--- src/sv/bmg_pkg.sv ---
`timescale 1ns / 1ps
// ----------------------------------------------------------------------------
// bmg_pkg
// Shared constants, types and tables for the Box-Muller Gaussian pair unit.
// ----------------------------------------------------------------------------
package bmg_pkg;

  localparam int LogFracBits = 20;
  localparam int CordicSteps = 20;
  localparam int SqrtSteps   = 24;   // 48-bit radicand, two bits a step
  localparam int ZW          = 34;   // CORDIC angle, 2^-32 turn units
  localparam int CW          = 26;   // CORDIC x/y, Q.20 with headroom

  localparam logic [31:0] TwoLn2Q30   = 32'd1488522236;
  localparam logic [31:0] InvGainQ30  = 32'd652032874;
  localparam logic [24:0] EpsLsb      = 25'd17;
  localparam logic [29:0] LogLimit    = 30'(24) << LogFracBits;

  // log stage payload: mantissa Q1.30, integer part and fraction bits
  typedef struct packed {
    logic [30:0] m;
    logic [4:0]  p;
    logic [19:0] frac;
    logic [15:0] ang;
  } log_cell_t;

  typedef struct packed {
    logic [47:0] rem;
    logic [23:0] res;
    logic [15:0] ang;
  } sqrt_cell_t;

  typedef struct packed {
    logic signed [CW-1:0] x;
    logic signed [CW-1:0] y;
    logic signed [ZW-1:0] z;
    logic [1:0]           q;
  } cordic_cell_t;

  function automatic logic [31:0] atan_turn32(input logic [4:0] i);
    logic [31:0] v;
    unique case (i)
      5'd0:  v = 32'd536870912;  5'd1:  v = 32'd316933406;
      5'd2:  v = 32'd167458907;  5'd3:  v = 32'd85004756;
      5'd4:  v = 32'd42667331;   5'd5:  v = 32'd21354465;
      5'd6:  v = 32'd10679838;   5'd7:  v = 32'd5340245;
      5'd8:  v = 32'd2670163;    5'd9:  v = 32'd1335087;
      5'd10: v = 32'd667544;     5'd11: v = 32'd333772;
      5'd12: v = 32'd166886;     5'd13: v = 32'd83443;
      5'd14: v = 32'd41722;      5'd15: v = 32'd20861;
      5'd16: v = 32'd10430;      5'd17: v = 32'd5215;
      5'd18: v = 32'd2608;       5'd19: v = 32'd1304;
      default: v = 32'd0;
    endcase
    return v;
  endfunction

endpackage

--- src/sv/bmg_log_cell.sv ---
`timescale 1ns / 1ps
// ----------------------------------------------------------------------------
// bmg_log_cell
// One fraction bit of log2 by squaring the mantissa; registered.
// ----------------------------------------------------------------------------
module bmg_log_cell import bmg_pkg::*; (
  input  logic      clk,
  input  logic      en,
  input  log_cell_t d,
  output log_cell_t q
);

  logic [61:0] sq;
  log_cell_t   q_nxt;

  always_comb begin
    sq = 62'(d.m) * 62'(d.m);
    q_nxt = d;
    q_nxt.frac = {d.frac[18:0], 1'b0};
    if (sq[61]) begin
      q_nxt.m = sq[61:31];
      q_nxt.frac[0] = 1'b1;
    end else begin
      q_nxt.m = sq[60:30];
    end
  end

  always_ff @(posedge clk) begin
    if (en) q <= q_nxt;
  end

endmodule

--- config.mk ---
export PLATFORM = sky130hd
export DESIGN_NAME = bmg_log_cell
export DESIGN_NICKNAME = d
export VERILOG_FILES = /design/src/sv/bmg_pkg.sv /design/src/sv/bmg_log_cell.sv
export SDC_FILE = /design/constraint.sdc
export NUM_CORES = 2
export LEC_CHECK = 0
export BUFFER_PORTS_ARGS = -buffer_cell sky130_fd_sc_hd__buf_2
export CAP_MARGIN = 30
export CORE_MARGIN = 2
export CORE_UTILIZATION = 50
export DETAILED_ROUTE_END_ITERATION = 7
export GPL_ROUTABILITY_DRIVEN = 0
export GPL_TIMING_DRIVEN = 0
export HOLD_SLACK_MARGIN = 0.08
export PLACE_DENSITY = 0.7
export SLEW_MARGIN = 20
export SYNTH_ARGS = -nofsm -noshare
export SYNTH_HDL_FRONTEND = slang
export SYNTH_SLANG_ARGS = --single-unit
--- constraint.sdc ---
create_clock -name clk -period 8 [get_ports clk]
set_clock_uncertainty 0.2 [all_clocks]
set_input_delay 0.4 -clock clk [delete_from_list [all_inputs] [get_ports clk]]
set_output_delay 0.4 -clock clk [all_outputs]
set_load 0.05 [all_outputs]
==> results.yml <==
final_layout:
  reg_top3: "q x72"
  final_area_sq_um: 35300
  regMostFlops: "q"
  fin_nets: 4402
  largest_register_ffs: 72
  register_area_sq_um: 2160
  areaGrowthSynthToFinish_pct: 20.4
  drive_gt1_frac: 0.190
  stdcell_count: 4088
  fillers: 4552
  multiInputGateArea_sq_um: 24300
critical_path:
  end_kind: "flip-flop"
  crit_slowest_cell: "fa_1"
  crit_top_cell: "fa_1"
  arrival_ns: 8.05
  crit_type: "primary input to flip-flop"
  required_ns: 7.88
  cp_max_fo: 9
  worstSetupStartpointType: "primary input"
  cpPeakStageDelay_ns: 0.61
grt:
  grt_pass1_wl_mm: 138
  grt_usage: 0.308
  overflow: 0
  antenna_found_initial: 2
  grt_pass1_vias: 24600
  grt_start_max_net_pins: 59
detailed_routing:
  drtIter0Drc: 1899
  wirelength_mm: 90.6
  num_vias: 22100
  antenna_left: 0
  wl_per_cell_um: 22.2
  drc: 0
  first_pass_iters: 5
  vias_per_cell: 5.40
synth:
  yosys_warnings: 0
  syn-num-nets: 4089
  synth-compound-area-share: 0.0417
  ys_async_sr_fraction: 0
  synthSimpleGateAreaFrac: 0.101
  synth.area.mux_share: 0.00986
  synth.cell_area_sq_um: 29300
  synth_seq_cells: 72
  synth_largest_area_cell: "fa_1"
  ys_seq_area_frac: 0.0738
  synthTopCellsByCount: "917 x inv_1, 747 x fa_1, 297 x nand2_1, 269 x ha_1, 190 x and2_1"
  yosysTopAreaCellShare: 0.510
  synth_edf_count: 72
  synthAdderAreaFrac: 0.625
  synthTopCellsByArea: "fa_1 51%, inv_1 12%, ha_1 11%"
  synth_top_flop_cell: "edfxtp_1"
  syn_area_per_cell_sq_um: 9.78
  synth_most_common_cell: "inv_1"
  synth_xor_area_frac: 0.0167
  synth_top_family_by_area: "adder cells"
  yosysUniqueCellTypes: 66
  netlist_instances: 2999
place:
  hpwl_mm: 70.4
  port_buffers: 137
  placed_area_sq_um: 31000
  placed_cells: 3903
sta:
  hold_viol: 0
  hold_ws_ns: 0.245
  period_needed_ns: 8.17
  final_max_slew_viol_count: 0
  fin_crit_sh: 1.02
  fmax_mhz: 122
  finalSetupViolations: 9
  grt_setup_unrepaired: "yes"
  maxSlewHeadroom: 0.379
  fin_setup_tns_ns: -1.13
  tightest_slew_ns: 0.932
  fin_ws_ns: -0.169
floorplan:
  dieHeight_um: 246
  dieArea_sq_um: 60600
  start_util: 0.507
  die_x_um: 246
  ioPinCount: 146
  rows: 88
  core-area_sq_um: 57800
run_status:
  violations: "negative setup slack"
  status: "finished, violations left"
clock_tree:
  cts_buffers: 9
  cts_root_buffer: "clkbuf_16"
  clk_pin_slew_worst_paths_ns: 0.05
  cts_htree_levels: 3
  cts_tree: "built"
  clock_path_buffers: 2
  cts.sinks: 72
min_path:
  hold_path.class: "primary input to flip-flop"
  min_path_cells: 1
  worstHoldEndpoint: "q[7]$_DFFE_PP_"
  min_from: "en"
run:
  cap_violations: 0
-- placed cells by master (no fill, tap or decap), drive strengths merged, types with 6 or more instances in the layout --
cell and count:
nor2 60, nand4 17, clkinvlp 6, xor2 23, clkbuf 85, a31oi 8
edfxtp 72, dlygate4sd3 40, nor2b 7, mux2 23, a21oi 71, o21bai 11
diode 8, nand2 298, o21ai 32, inv 912, and2 190, nand3 12
a21o 21, ha 269, buf 295, xnor2 33, fa 747, and3 7
-- worst max-delay path, delay by kind of cell --
family / cells / cell delay [ns]
AO/OA/AOI/OAI: 4 / 0.74
XOR/XNOR: 1 / 0.13
adder cells (fa/ha/maj): 9 / 4.09
buffers and inverters: 10 / 1.60
multiplexers: 1 / 0.28
AND/OR/NAND/NOR: 4 / 0.77
-- area by class of cell --
| type | count | area share |
|---|---|---|
| Tap cell | 765 | 0.0271 |
| Clock buffer | 10 | 0.00649 |
| Timing Repair Buffer | 306 | 0.0687 |
| Antenna cell | 8 | 0.000567 |
| Buffer | 104 | 0.0471 |
| Clock inverter | 4 | 0.00135 |
| Inverter | 918 | 0.0983 |
| Multi-Input combinational cell | 1901 | 0.689 |
| Sequential cell | 72 | 0.0613 |
-- logic make-up after synthesis --
family,after synthesis
AOI/OAI and AO/OA,187
muxes,26
DFF,72
adders and majority gates,1016
xor gates and xnor gates,56
and+or+nand+nor,616
buffers and inverters,1026
-- stage by stage --
stage	utilization	setup slack, ns
after floorplan	-	0.00214
after detailed placement	0.537	-2.31
after CTS	0.594	-0.00780
after global placement	0.536	-2.20
final	0.610	-0.169
after global routing	0.610	-0.268
-- layer usage --
metal,share of wire,up-vias,GRT usage
met3,0.10,291,0.0796
li1,-,9359,-
met4,0.061,2,0.155
met2,0.47,1195,0.497
met1,0.36,11200,0.384
met5,0.000088,-,0
-- how the worst max path moves through the flow --
stage | from | endpoint | slack, ns | cells past startpoint
3_5_place_dp | d[46] | q[63]$_DFFE_PP_ | -2.31 | 26
6_report | d[49] | q[61]$_DFFE_PP_ | -0.17 | 29
2_1_floorplan | d[46] | q[52]$_DFFE_PP_ | 0.002 | 28
5_1_grt | d[53] | q[69]$_DFFE_PP_ | -0.27 | 32
3_3_place_gp | d[46] | q[63]$_DFFE_PP_ | -2.20 | 26
4_1_cts | d[46] | q[65]$_DFFE_PP_ | -0.008 | 28
-- what timing repair did --
item,CTS,global route
hold buffers,40,0
gates resized for setup,451,186
setup buffers,78,46
endpoints found under the setup margin,32,32
pin swaps,101,120
gates cloned,5,1
endpoints found under the hold margin,40,0
Power is left out: the tool's default activity adds up to more than one toggle a clock period on the data nets, which glitch-free logic cannot reach.
