$ cat src/sv/bmg_pkg.sv
`timescale 1ns / 1ps
// ----------------------------------------------------------------------------
// bmg_pkg
// Shared constants, types and tables for the Box-Muller Gaussian pair unit.
// ----------------------------------------------------------------------------
package bmg_pkg;

  localparam int LogFracBits = 20;
  localparam int CordicSteps = 20;
  localparam int SqrtSteps   = 24;   // 48-bit radicand, two bits a step
  localparam int ZW          = 34;   // CORDIC angle, 2^-32 turn units
  localparam int CW          = 26;   // CORDIC x/y, Q.20 with headroom

  localparam logic [31:0] TwoLn2Q30   = 32'd1488522236;
  localparam logic [31:0] InvGainQ30  = 32'd652032874;
  localparam logic [24:0] EpsLsb      = 25'd17;
  localparam logic [29:0] LogLimit    = 30'(24) << LogFracBits;

  // log stage payload: mantissa Q1.30, integer part and fraction bits
  typedef struct packed {
    logic [30:0] m;
    logic [4:0]  p;
    logic [19:0] frac;
    logic [15:0] ang;
  } log_cell_t;

  typedef struct packed {
    logic [47:0] rem;
    logic [23:0] res;
    logic [15:0] ang;
  } sqrt_cell_t;

  typedef struct packed {
    logic signed [CW-1:0] x;
    logic signed [CW-1:0] y;
    logic signed [ZW-1:0] z;
    logic [1:0]           q;
  } cordic_cell_t;

  function automatic logic [31:0] atan_turn32(input logic [4:0] i);
    logic [31:0] v;
    unique case (i)
      5'd0:  v = 32'd536870912;  5'd1:  v = 32'd316933406;
      5'd2:  v = 32'd167458907;  5'd3:  v = 32'd85004756;
      5'd4:  v = 32'd42667331;   5'd5:  v = 32'd21354465;
      5'd6:  v = 32'd10679838;   5'd7:  v = 32'd5340245;
      5'd8:  v = 32'd2670163;    5'd9:  v = 32'd1335087;
      5'd10: v = 32'd667544;     5'd11: v = 32'd333772;
      5'd12: v = 32'd166886;     5'd13: v = 32'd83443;
      5'd14: v = 32'd41722;      5'd15: v = 32'd20861;
      5'd16: v = 32'd10430;      5'd17: v = 32'd5215;
      5'd18: v = 32'd2608;       5'd19: v = 32'd1304;
      default: v = 32'd0;
    endcase
    return v;
  endfunction

endpackage

$ cat src/sv/bmg_cordic_cell.sv
`timescale 1ns / 1ps
// ----------------------------------------------------------------------------
// bmg_cordic_cell
// One CORDIC rotation step with a fixed shift and arctangent.
// ----------------------------------------------------------------------------
module bmg_cordic_cell import bmg_pkg::*; #(
  parameter int Step = 0
) (
  input  logic         clk,
  input  logic         en,
  input  cordic_cell_t d,
  output cordic_cell_t q
);

  localparam logic [4:0] StepIdx = 5'(Step);

  logic signed [CW-1:0] dx, dy;
  logic signed [ZW-1:0] at;
  cordic_cell_t         q_nxt;

  always_comb begin
    dx = d.y >>> Step;
    dy = d.x >>> Step;
    at = $signed({2'b00, atan_turn32(StepIdx)});
    q_nxt = d;
    if (!d.z[ZW-1]) begin
      q_nxt.x = d.x - dx;
      q_nxt.y = d.y + dy;
      q_nxt.z = d.z - at;
    end else begin
      q_nxt.x = d.x + dx;
      q_nxt.y = d.y - dy;
      q_nxt.z = d.z + at;
    end
  end

  always_ff @(posedge clk) begin
    if (en) q <= q_nxt;
  end

endmodule

$ cat config.mk
export PLATFORM = sky130hd
export DESIGN_NAME = bmg_cordic_cell
export DESIGN_NICKNAME = d
export VERILOG_FILES = /design/src/sv/bmg_pkg.sv /design/src/sv/bmg_cordic_cell.sv
export SDC_FILE = /design/constraint.sdc
export NUM_CORES = 1
export LEC_CHECK = 0
export CAP_MARGIN = 20
export CORE_ASPECT_RATIO = 1.1
export CORE_MARGIN = 5
export CORE_UTILIZATION = 55
export CTS_CLUSTER_SIZE = 8
export DETAILED_ROUTE_END_ITERATION = 10
export DONT_BUFFER_PORTS = 1
export PLACE_DENSITY = 0.72
export SLEW_MARGIN = 0
export SYNTH_ARGS = -nofsm -noshare
export SYNTH_HDL_FRONTEND = slang
export SYNTH_SLANG_ARGS = --single-unit
$ cat constraint.sdc
create_clock -name clk -period 2.75 [get_ports clk]
set_clock_uncertainty 0.2 [all_clocks]
set_input_delay 0.275 -clock clk [delete_from_list [all_inputs] [get_ports clk]]
set_output_delay 0.275 -clock clk [all_outputs]
set_load 0.02 [all_outputs]
==> reports/qor.yml <==
cts:
  ctsRootBufferMaster: "clkbuf_16"
  cts.htree.levels: 3
  path_clk_slew_ns: 0.08
  clock-sinks: 87
  post_cts_buffers: 0
  clock_tree.buffer_depth: 2
  cts_tree: "yes"
  cts_made_buffers: 9
  cts_hold_buf: 33
final_layout:
  fin_nets: 1031
  finalNonFillerCells: 1018
  largest_reg_flops: 87
  layout-drive-gt1-share_pct: 18.9
  fin_util_pct: 70.2
  top_regs: "q x87"
  diodes: 0
  nFillCells: 923
  area_delta_synth_final_pct: 24.3
  regMostFlops: "q"
setup_path:
  cp_cell_sequence: "ha_4 > or3_4 > or4_4 > a211oi_4 > o31ai_2 > a31oi_2 > o21ai_2 > a221oi_2 > xnor2_1"
  cpPeakStageDelay_ns: 0.51
  crit_required_ns: 2.64
  start_kind: "input pin"
  worstPathMaxFanout: 3
  crit_buf_inv: 0
  crit_type: "input pin to flip-flop"
  worst_path_dominant_cell_family: "compound AO/OA/AOI/OAI gates"
  critPathCaptureType: "flip-flop"
  worstPathArrival_ns: 2.66
  crit_slowest_cell: "or4_4"
logic_synthesis:
  async_flop_share_pct: 0
  synth_area_leaders: "edfxtp_1, ha_1, xnor2_1"
  syn_avg_cell_area_um2: 9.35
  yosys.area.top_type: "edfxtp_1"
  synth_top_area_share_pct: 38.1
  yosys_warnings: 0
  netlist_area_um2: 6860
  synth.net_count: 905
  syn_inst: 733
  ys.flop_type: "edfxtp_1"
  yosysUniqueCellTypes: 62
  synth_edf_count: 87
  synth-seq-cells: 87
  synth_seq_area_share_pct: 38.1
routing:
  dr.pass1.iters: 6
  ant_nets: 0
  viasPerCell: 5.96
  via_count: 6071
  drc: 0
  wl_per_cell_um: 21.5
  drt-total-wl_um: 21900
  drt_iter0_drc: 530
global_routing:
  grt_pass1_wl_um: 33200
  grt_usage_pct: 28.7
  antenna_found_initial: 0
  grt_max_degree: 88
  grt_pass1_vias: 6172
  overflow: 0
pwr:
  total_leakage_power_nw: 3.67
  clockPowerShare_pct: 26.5
  internal_power_mw: 2.95
  p_per_area_nw_per_um2: 534
  combPwrFrac_pct: 29.0
  switchingPower_mw: 1.60
  max-vdd-ir-drop_v: 0.000366
  switching_share_pct: 35.1
  seqPwrFrac_pct: 44.5
placed_design:
  dp.cells: 969
  dpl_worst_slack_ns: -0.328
  gp_congestion: 0.966
  dp.final_hpwl_um: 17100
  portBuffers: 0
timing:
  hold_violations: 87
  rsz0062_at_grt: "true"
  max_freq_ghz: 0.361
  fin_crit_ns: 2.77
  setup_viol: 1
  finalCritPeriodShare_pct: 101
  worstMarginPinSlew_ns: 0.622
  timing.hold.ws_ns: -0.170
  relSlewSlack_pct: 58.5
  drv_slew: 0
  fin_ws_ns: -0.0210
floorplanning:
  io_pins: 178
  die_h_um: 127
  core_area_um2: 12100
  num_rows: 42
  die_area_um2: 14800
  initial_core_util_pct: 56.5
  die_width_um: 116
job:
  cap_violations: 0
run_status:
  status: "finished with violations"
  violations: "hold timing, setup timing"
hold_path:
  hold_path.class: "input pin to flip-flop"
==> cell usage after synthesis, types with 9 or more instances <==
master,count
edfxtp_1,87
a21oi_1,82
ha_1,78
inv_1,76
nor2_1,59
xnor2_1,50
nand2_1,37
o21ai_0,32
clkbuf_1,21
nor3_1,17
a21o_1,14
mux2i_1,13
o21ai_1,13
o21bai_1,11
buf_1,10
nand4_1,9
==> final timing paths <==
kind              cells past startpoint  slack [ns]  start  endpoint
setup / recovery                      9       -0.02  d[70]     q[61]
hold / removal                        0       -0.17     en     q[69]
==> metal layers <==
| metal | track usage, % | vias up | wire [um] |
|---|---|---|---|
| met5 | 0 | - | 0 |
| met4 | 6.96 | 0 | 388 |
| met3 | 6.20 | 29 | 2130 |
| met2 | 46.9 | 327 | 10200 |
| met1 | 38.9 | 2856 | 9140 |
| li1 | - | 2859 | - |
==> placed cells by master, fill, tap and decap left out, types with 32 or more instances in the layout <==
cell and count:
a21oi_1 80, buf_4 115, dlygate4sd3_1 33, edfxtp_1 87
ha_1 75, inv_1 73, nand2_1 37, nor2_1 59
o21ai_0 32, xnor2_1 50
==> cells by family (layout without fill, tap and decap cells) <==
| logic type | Yosys count | after routing | share of synthesized area (%) |
|---|---|---|---|
| compound gates | 219 | 219 | 20.2 |
| simple gates | 165 | 165 | 11.3 |
| buf+inv | 116 | 247 | 6.52 |
| flops | 87 | 87 | 38.1 |
| fa+ha+maj | 82 | 82 | 15.4 |
| xor+xnor | 51 | 51 | 6.52 |
| mux | 13 | 13 | 1.90 |
==> timing repair <==
action,in CTS,in global routing
setup endpoints to repair,0,9
endpoints found under the hold margin,120,87
resized for setup,0,20
==> final cells by class <==
| type | instances | area (um^2) | share of cell area (%) |
|---|---|---|---|
| clock inverter | 6 | 51.3 | 0.602 |
| sequential | 87 | 2610 | 30.7 |
| clock buffer | 10 | 229 | 2.69 |
| inverter | 83 | 332 | 3.89 |
| tap | 154 | 193 | 2.26 |
| multi-input combinational | 530 | 3910 | 45.9 |
| timing repair buffer | 148 | 1190 | 14.0 |
==> per-stage QoR <==
stage | power, mW | cell area [um^2] | TNS (ns)
after global placement | 3.26 | 7830 | -2.45
after detailed placement | 3.29 | 7830 | -3.06
final | 4.55 | 8520 | -0.0210
after CTS | 4.51 | 8440 | 0
after global routing | 4.75 | 8520 | -0.0746
after floorplan | 2.78 | 6910 | -0.131
==> power groups by stage <==
stage,combinational (mW),sequential [mW],clock (mW)
after floorplan,0.767,2.01,0
after global placement,1.21,2.05,0
after detailed placement,1.23,2.06,0
after CTS,1.28,2.03,1.20
after global routing,1.43,2.04,1.28
final,1.32,2.02,1.21
No activity file was read; power rests on OpenSTA's default activity.
