<file path="src/sv/bmg_pkg.sv">
`timescale 1ns / 1ps
// ----------------------------------------------------------------------------
// bmg_pkg
// Shared constants, types and tables for the Box-Muller Gaussian pair unit.
// ----------------------------------------------------------------------------
package bmg_pkg;

  localparam int LogFracBits = 20;
  localparam int CordicSteps = 20;
  localparam int SqrtSteps   = 24;   // 48-bit radicand, two bits a step
  localparam int ZW          = 34;   // CORDIC angle, 2^-32 turn units
  localparam int CW          = 26;   // CORDIC x/y, Q.20 with headroom

  localparam logic [31:0] TwoLn2Q30   = 32'd1488522236;
  localparam logic [31:0] InvGainQ30  = 32'd652032874;
  localparam logic [24:0] EpsLsb      = 25'd17;
  localparam logic [29:0] LogLimit    = 30'(24) << LogFracBits;

  // log stage payload: mantissa Q1.30, integer part and fraction bits
  typedef struct packed {
    logic [30:0] m;
    logic [4:0]  p;
    logic [19:0] frac;
    logic [15:0] ang;
  } log_cell_t;

  typedef struct packed {
    logic [47:0] rem;
    logic [23:0] res;
    logic [15:0] ang;
  } sqrt_cell_t;

  typedef struct packed {
    logic signed [CW-1:0] x;
    logic signed [CW-1:0] y;
    logic signed [ZW-1:0] z;
    logic [1:0]           q;
  } cordic_cell_t;

  function automatic logic [31:0] atan_turn32(input logic [4:0] i);
    logic [31:0] v;
    unique case (i)
      5'd0:  v = 32'd536870912;  5'd1:  v = 32'd316933406;
      5'd2:  v = 32'd167458907;  5'd3:  v = 32'd85004756;
      5'd4:  v = 32'd42667331;   5'd5:  v = 32'd21354465;
      5'd6:  v = 32'd10679838;   5'd7:  v = 32'd5340245;
      5'd8:  v = 32'd2670163;    5'd9:  v = 32'd1335087;
      5'd10: v = 32'd667544;     5'd11: v = 32'd333772;
      5'd12: v = 32'd166886;     5'd13: v = 32'd83443;
      5'd14: v = 32'd41722;      5'd15: v = 32'd20861;
      5'd16: v = 32'd10430;      5'd17: v = 32'd5215;
      5'd18: v = 32'd2608;       5'd19: v = 32'd1304;
      default: v = 32'd0;
    endcase
    return v;
  endfunction

endpackage

</file>
<file path="src/sv/bmg_sqrt_cell.sv">
`timescale 1ns / 1ps
// ----------------------------------------------------------------------------
// bmg_sqrt_cell
// One restoring square-root step: two radicand bits in, one root bit out.
// ----------------------------------------------------------------------------
module bmg_sqrt_cell import bmg_pkg::*; #(
  parameter int Step = 0
) (
  input  logic       clk,
  input  logic       en,
  input  sqrt_cell_t d,
  output sqrt_cell_t q
);

  localparam int Sh = 2 * (SqrtSteps - 1 - Step);

  logic [47:0] trial;
  sqrt_cell_t  q_nxt;

  always_comb begin
    trial = ((48'(d.res) << 2) | 48'd1) << Sh;
    q_nxt = d;
    if (d.rem >= trial) begin
      q_nxt.rem = d.rem - trial;
      q_nxt.res = {d.res[22:0], 1'b1};
    end else begin
      q_nxt.res = {d.res[22:0], 1'b0};
    end
  end

  always_ff @(posedge clk) begin
    if (en) q <= q_nxt;
  end

endmodule

</file>
<file path="config.mk">
export PLATFORM = sky130hd
export DESIGN_NAME = bmg_sqrt_cell
export DESIGN_NICKNAME = d
export VERILOG_FILES = /design/src/sv/bmg_pkg.sv /design/src/sv/bmg_sqrt_cell.sv
export SDC_FILE = /design/constraint.sdc
export NUM_CORES = 1
export LEC_CHECK = 0
export ABC_AREA = 0
export BUFFER_PORTS_ARGS = -buffer_cell sky130_fd_sc_hd__buf_2
export CORE_MARGIN = 5
export CORE_UTILIZATION = 45
export CTS_CLUSTER_DIAMETER = 60
export DETAILED_ROUTE_END_ITERATION = 16
export PLACE_DENSITY_LB_ADDON = 0.25
export SLEW_MARGIN = 10
export SYNTH_ARGS = -nofsm -noshare
export SYNTH_HDL_FRONTEND = slang
export SYNTH_SLANG_ARGS = --single-unit
</file>
<file path="constraint.sdc">
create_clock -name clk -period 2.4 [get_ports clk]
set_clock_uncertainty 0.1 [all_clocks]
set_input_delay 0.24 -clock clk [delete_from_list [all_inputs] [get_ports clk]]
set_output_delay 0.24 -clock clk [all_outputs]
set_load 0.01 [all_outputs]
</file>
==> reports/metrics.csv, run 1 <==
metric,value,unit
post-route-period-util,0.852,
largest_register,q,
diodes,0,
grtUsageMet1,0.202,
tightestPinTransition,0.477,ns
clock_sinks,88,
crit_path_max_fanout,3,
cp.arrival,2.04,ns
min_from,d[41],
drt_first_pass_iters,4,
dieArea,0.00800,mm^2
io_buffers,176,
slew_violations,0,
met3_usage,0.0618,
pre_cts_slack,0.465,ns
hold_path.class,input port to register,
hold_depth,1,
syn_area,0.00284,mm^2
area_growth,72.2,%
status,"finished, final reports clean",
cts_buffers,9,
drtAntennaViolNets,0,
cts_tree,done,
grt.busiest_layer,met2,
die_h,89.5,um
htreeDepth,3,
yosys.cell_types.count,11,
required,2.40,ns
min_to,q[41],
first_iter_violations,97,
largest_reg_flops,88,
core-area,0.00624,mm^2
pin_count,178,
wl_per_cell,18.1,um
synth_seq_cells,88,
final_common_cell,buf_2,
layout.nets,474,
grt_antenna_before_repair,0,
rows,29,
yosysWarnings,0,
rsz0062_at_grt,false,
drive_gt1_frac,0.509,
gp_congestion,0.733,
powerDensity,691,mW/mm^2
grt_usage,0.203,
overflow,0,
ys_seq_area_frac,0.930,
period_needed,2.04,ns
post_drt_via_cell_ratio,4.65,
path_clk_slew,0.08,ns
routed_wl,8390,um
multi_input_area,191,um^2
nFillCells,373,
cp-start-kind,input port,
max_slew_margin,0.679,
setup_tns,0,ns
synthCells,110,
syn_nets,202,
seq_area,0.00264,mm^2
drcViolationCount,0,
syn-mean-instance-area,25.8,um^2
fmax,489,MHz
place_inst,364,
fin_cells,464,
reg.largest.list,q (88),
worstSetupPathType,input port to register,
num_vias,2158,
cts_max_path_buffers,2,
grt_start_max_net_pins,53,
die_x,89.5,um
grt_pass1_vias,2391,
endpoint_kind,register,
layout_common_cells,"buf_2 (175), edfxtp_1 (88), dlygate4sd3_1 (84), clkbuf_8 (9), nor4_1 (6)",
setup_viol,0,
peakVddDrop,0.000492,V
initial_core_util,0.455,
netlist.area_leader.share,0.930,
post-synth-top-area-cell,edfxtp_1,
ctsResizeCount,0,
total_power,3380,uW
fin_ws,0.355,ns
leakage,0.00207,uW
root_buffer,clkbuf_8,
hold_viol_final,0,
grt_pass1_wl,11600,um
synthTopCellsByArea,"edfxtp_1 (93%), nor4_2 (1.8%), nor4_1 (1.3%)",
globalRouteMet2Util,0.384,
cap_viol_max_count,0,
## worst max-delay path, stage by stage
cell,delay (ns)
dlygate4sd3_1,0.54
buf_2,0.14
nor4_1,0.46
nand4_1,0.27
o31ai_4,0.29
mux2i_1,0.11
## through the flow
step                      utilization  instance area (um^2)  hold slack, ns
after floorplan                     -                  2840           0.239
after global placement          0.615                  3840           0.317
after detailed placement        0.615                  3840           0.318
after CTS                       0.782                  4880         0.00154
after global routing            0.784                  4890         0.00291
final                           0.784                  4890          0.0137
## logic make-up (layout without fill, tap and decap cells)
group | count (synthesis) | in the layout | share of synthesized area
XOR/XNOR | 1 | 1 | 0.00308
AND/OR/NAND/NOR | 15 | 15 | 0.0445
buffers and inverters | 2 | 279 | 0.00264
AO/OA/AOI/OAI | 1 | 1 | 0.00749
multiplexers | 1 | 1 | 0.00352
flip-flops | 88 | 88 | 0.930
adder cells (fa/ha/maj) | 2 | 2 | 0.00881
## cell type report
type                    count  share of cell area
inverters                   2             0.00153
well taps                  77              0.0197
clock inverters             6              0.0169
flip-flops and latches     88               0.540
repair buffers            261               0.357
clock buffers              10              0.0261
multi-input cells          20              0.0391
## Yosys cell counts
cell type / n
nand4_1: 3
xnor2_1: 1
edfxtp_1: 88
nor4b_2: 1
mux2i_1: 1
nor4_1: 6
o31ai_4: 1
nor4_2: 4
ha_1: 2
inv_1: 2
nor3_1: 1
## power breakdown
part / switching [uW] / internal (uW)
logic: 206 / 228
clock network: 507 / 584
registers: 31.9 / 1830
## how the worst max path moves through the flow
stage | cells past startpoint | slack [ns] | from | to
5_1_grt | 6 | 0.27 | d[79] | q[87]
3_3_place_gp | 5 | 0.52 | d[79] | q[87]
4_1_cts | 6 | 0.29 | d[79] | q[87]
6_report | 6 | 0.36 | d[79] | q[87]
2_1_floorplan | 6 | 0.90 | d[87] | q[87]
3_5_place_dp | 5 | 0.46 | d[79] | q[87]
## timing repair
item                      4_1_cts  5_1_grt
buffers inserted                0        0
hold buffers                   83        1
hold endpoints to repair       83        1
## metal layers
metal / wire [um] / vias up
met4: 170 / 0
met2: 4500 / 119
met5: 0 / -
li1: - / 1004
met1: 2860 / 1020
met3: 858 / 15
No activity file was read; power rests on OpenSTA's default activity.
==> run 2, diff against run 1 <==
CORE_UTILIZATION = 38   (was 45)
clock period = 1.8 ns   (was 2.4 ns; I/O delays follow)
==> reports/metrics.csv, run 2 (synthesis results as in run 1) <==
metric,value,unit,change
setup_tns,0,ns,unchanged
die_h,96.5,um,+7.8%
overflow,0,,unchanged
rsz0062_at_grt,false,,
largest_register,q,,
hold_depth,3,,+2
setup_viol,0,,unchanged
grt_pass1_vias,2370,,-0.88%
peakVddDrop,0.000492,V,about the same
hold_viol_final,0,,unchanged
powerDensity,899,mW/mm^2,+30%
drtAntennaViolNets,0,,unchanged
min_from,d[87],,
io_buffers,176,,unchanged
postPlaceCellArea,0.00389,mm^2,+1.2%
grt_start_max_net_pins,42,,-21%
area_growth,76.3,%,
pin_count,178,,unchanged
max_slew_margin,0.783,,+0.103
total_power,4510,uW,+33%
hold_path.class,input port to register,,
cp-start-kind,input port,,
dieArea,0.00931,mm^2,+16%
required,1.80,ns,-0.60 ns
fin_cells,480,,+3.4%
cp.arrival,1.73,ns,-0.31 ns
slew_violations,0,,unchanged
layout.nets,468,,-1.3%
crit_path_max_fanout,3,,unchanged
clock_sinks,88,,unchanged
die_x,96.5,um,+7.8%
grt_antenna_before_repair,0,,unchanged
final_common_cell,buf_2,,
drt_first_pass_iters,4,,unchanged
cts_tree,done,,
drive_gt1_frac,0.514,,+0.00539
post_drt_via_cell_ratio,4.41,,-5.1%
post-route-period-util,0.965,,
layout_common_cells,"buf_2 (167), edfxtp_1 (88), dlygate4sd3_1 (84), clkbuf_8 (9), nor4_4 (6)",,
cts_max_path_buffers,2,,unchanged
path_clk_slew,0.08,ns,about the same
leakage,0.00207,uW,about the same
cap_viol_max_count,0,,unchanged
worstSetupPathType,input port to register,,
startpoint,d[45],,
post-cts-setup-buffer-count,0,,unchanged
first_iter_violations,55,,-43%
endpoint_kind,register,,
period_needed,1.74,ns,
place_inst,387,,+6.3%
htreeDepth,3,,unchanged
status,"finished, final reports clean",,
drcViolationCount,0,,unchanged
initial_core_util,0.392,,-0.0635
nFillCells,471,,+26%
fin_area,0.00501,mm^2,+2.4%
tightestPinTransition,0.323,ns,-0.154 ns
diodes,0,,unchanged
num_vias,2119,,-1.8%
min_to,q[87],,
routed_wl,8120,um,-3.2%
fmax,575,MHz,
gp_congestion,0.718,,-2.1%
root_buffer,clkbuf_8,,
reg.largest.list,q (88),,
wl_per_cell,16.9,um,-6.5%
largest_reg_flops,88,,unchanged
grt_usage,0.174,,-0.0291
core-area,0.00725,mm^2,+16%
rows,31,,+6.9%
cts_buffers,9,,unchanged
grt_pass1_wl,11600,um,-0.35%
run 2: worst max-delay path by stage:
stage	endpoint	slack, ns
final	q[87]	0.06
after global routing	q[87]	0.002
after CTS	q[87]	0.001
after detailed placement	q[87]	0.11
after global placement	q[87]	0.13
after floorplan	q[87]	0.36
run 2: final cells by class:
class / count / area, um^2 / share of cell area
clock inverter: 5 / 81.3 / 0.0162
multi-input combinational: 20 / 287 / 0.0572
timing repair buffer: 255 / 1740 / 0.347
clock buffer: 11 / 131 / 0.0262
tap: 99 / 124 / 0.0247
sequential: 88 / 2640 / 0.527
inverter: 2 / 7.51 / 0.00150
run 2: timing repair:
action	4_1_cts	5_1_grt
hold buffers	85	0
hold endpoints to repair	85	0
endpoints found under the setup margin	0	2
gates resized for setup	0	14
run 2: power breakdown:
group / total (uW) / switching, uW / leakage, uW / internal, uW
Sequential: 2470 / 37.7 / 0.000861 / 2430
Combinational: 596 / 286 / 0.00111 / 310
Clock: 1440 / 656 / 0.000104 / 783
Total: 4510 / 980 / 0.00207 / 3530
run 2: through the flow:
stage	utilization	setup slack [ns]	hold WS [ns]
3_5_place_dp	0.536	0.110	0.259
2_1_floorplan	-	0.357	0.179
3_3_place_gp	0.536	0.125	0.257
5_1_grt	0.691	0.00215	0.0948
4_1_cts	0.683	0.00134	0.0859
6_report	0.691	0.0622	0.112
run 2: critical path: stages:
cell           delay (ns)
dlygate4sd3_1        0.54
buf_2                0.15
nor4_2               0.27
nand4_1              0.18
o31ai_4              0.32
mux2i_1              0.11
run 2: layer usage:
layer / vias up / track usage / wire length, um
li1: 989 / - / -
met1: 978 / 0.165 / 2770
met2: 137 / 0.317 / 4030
met3: 15 / 0.0891 / 1180
met4: 0 / 0.0666 / 140
met5: - / 0 / 0
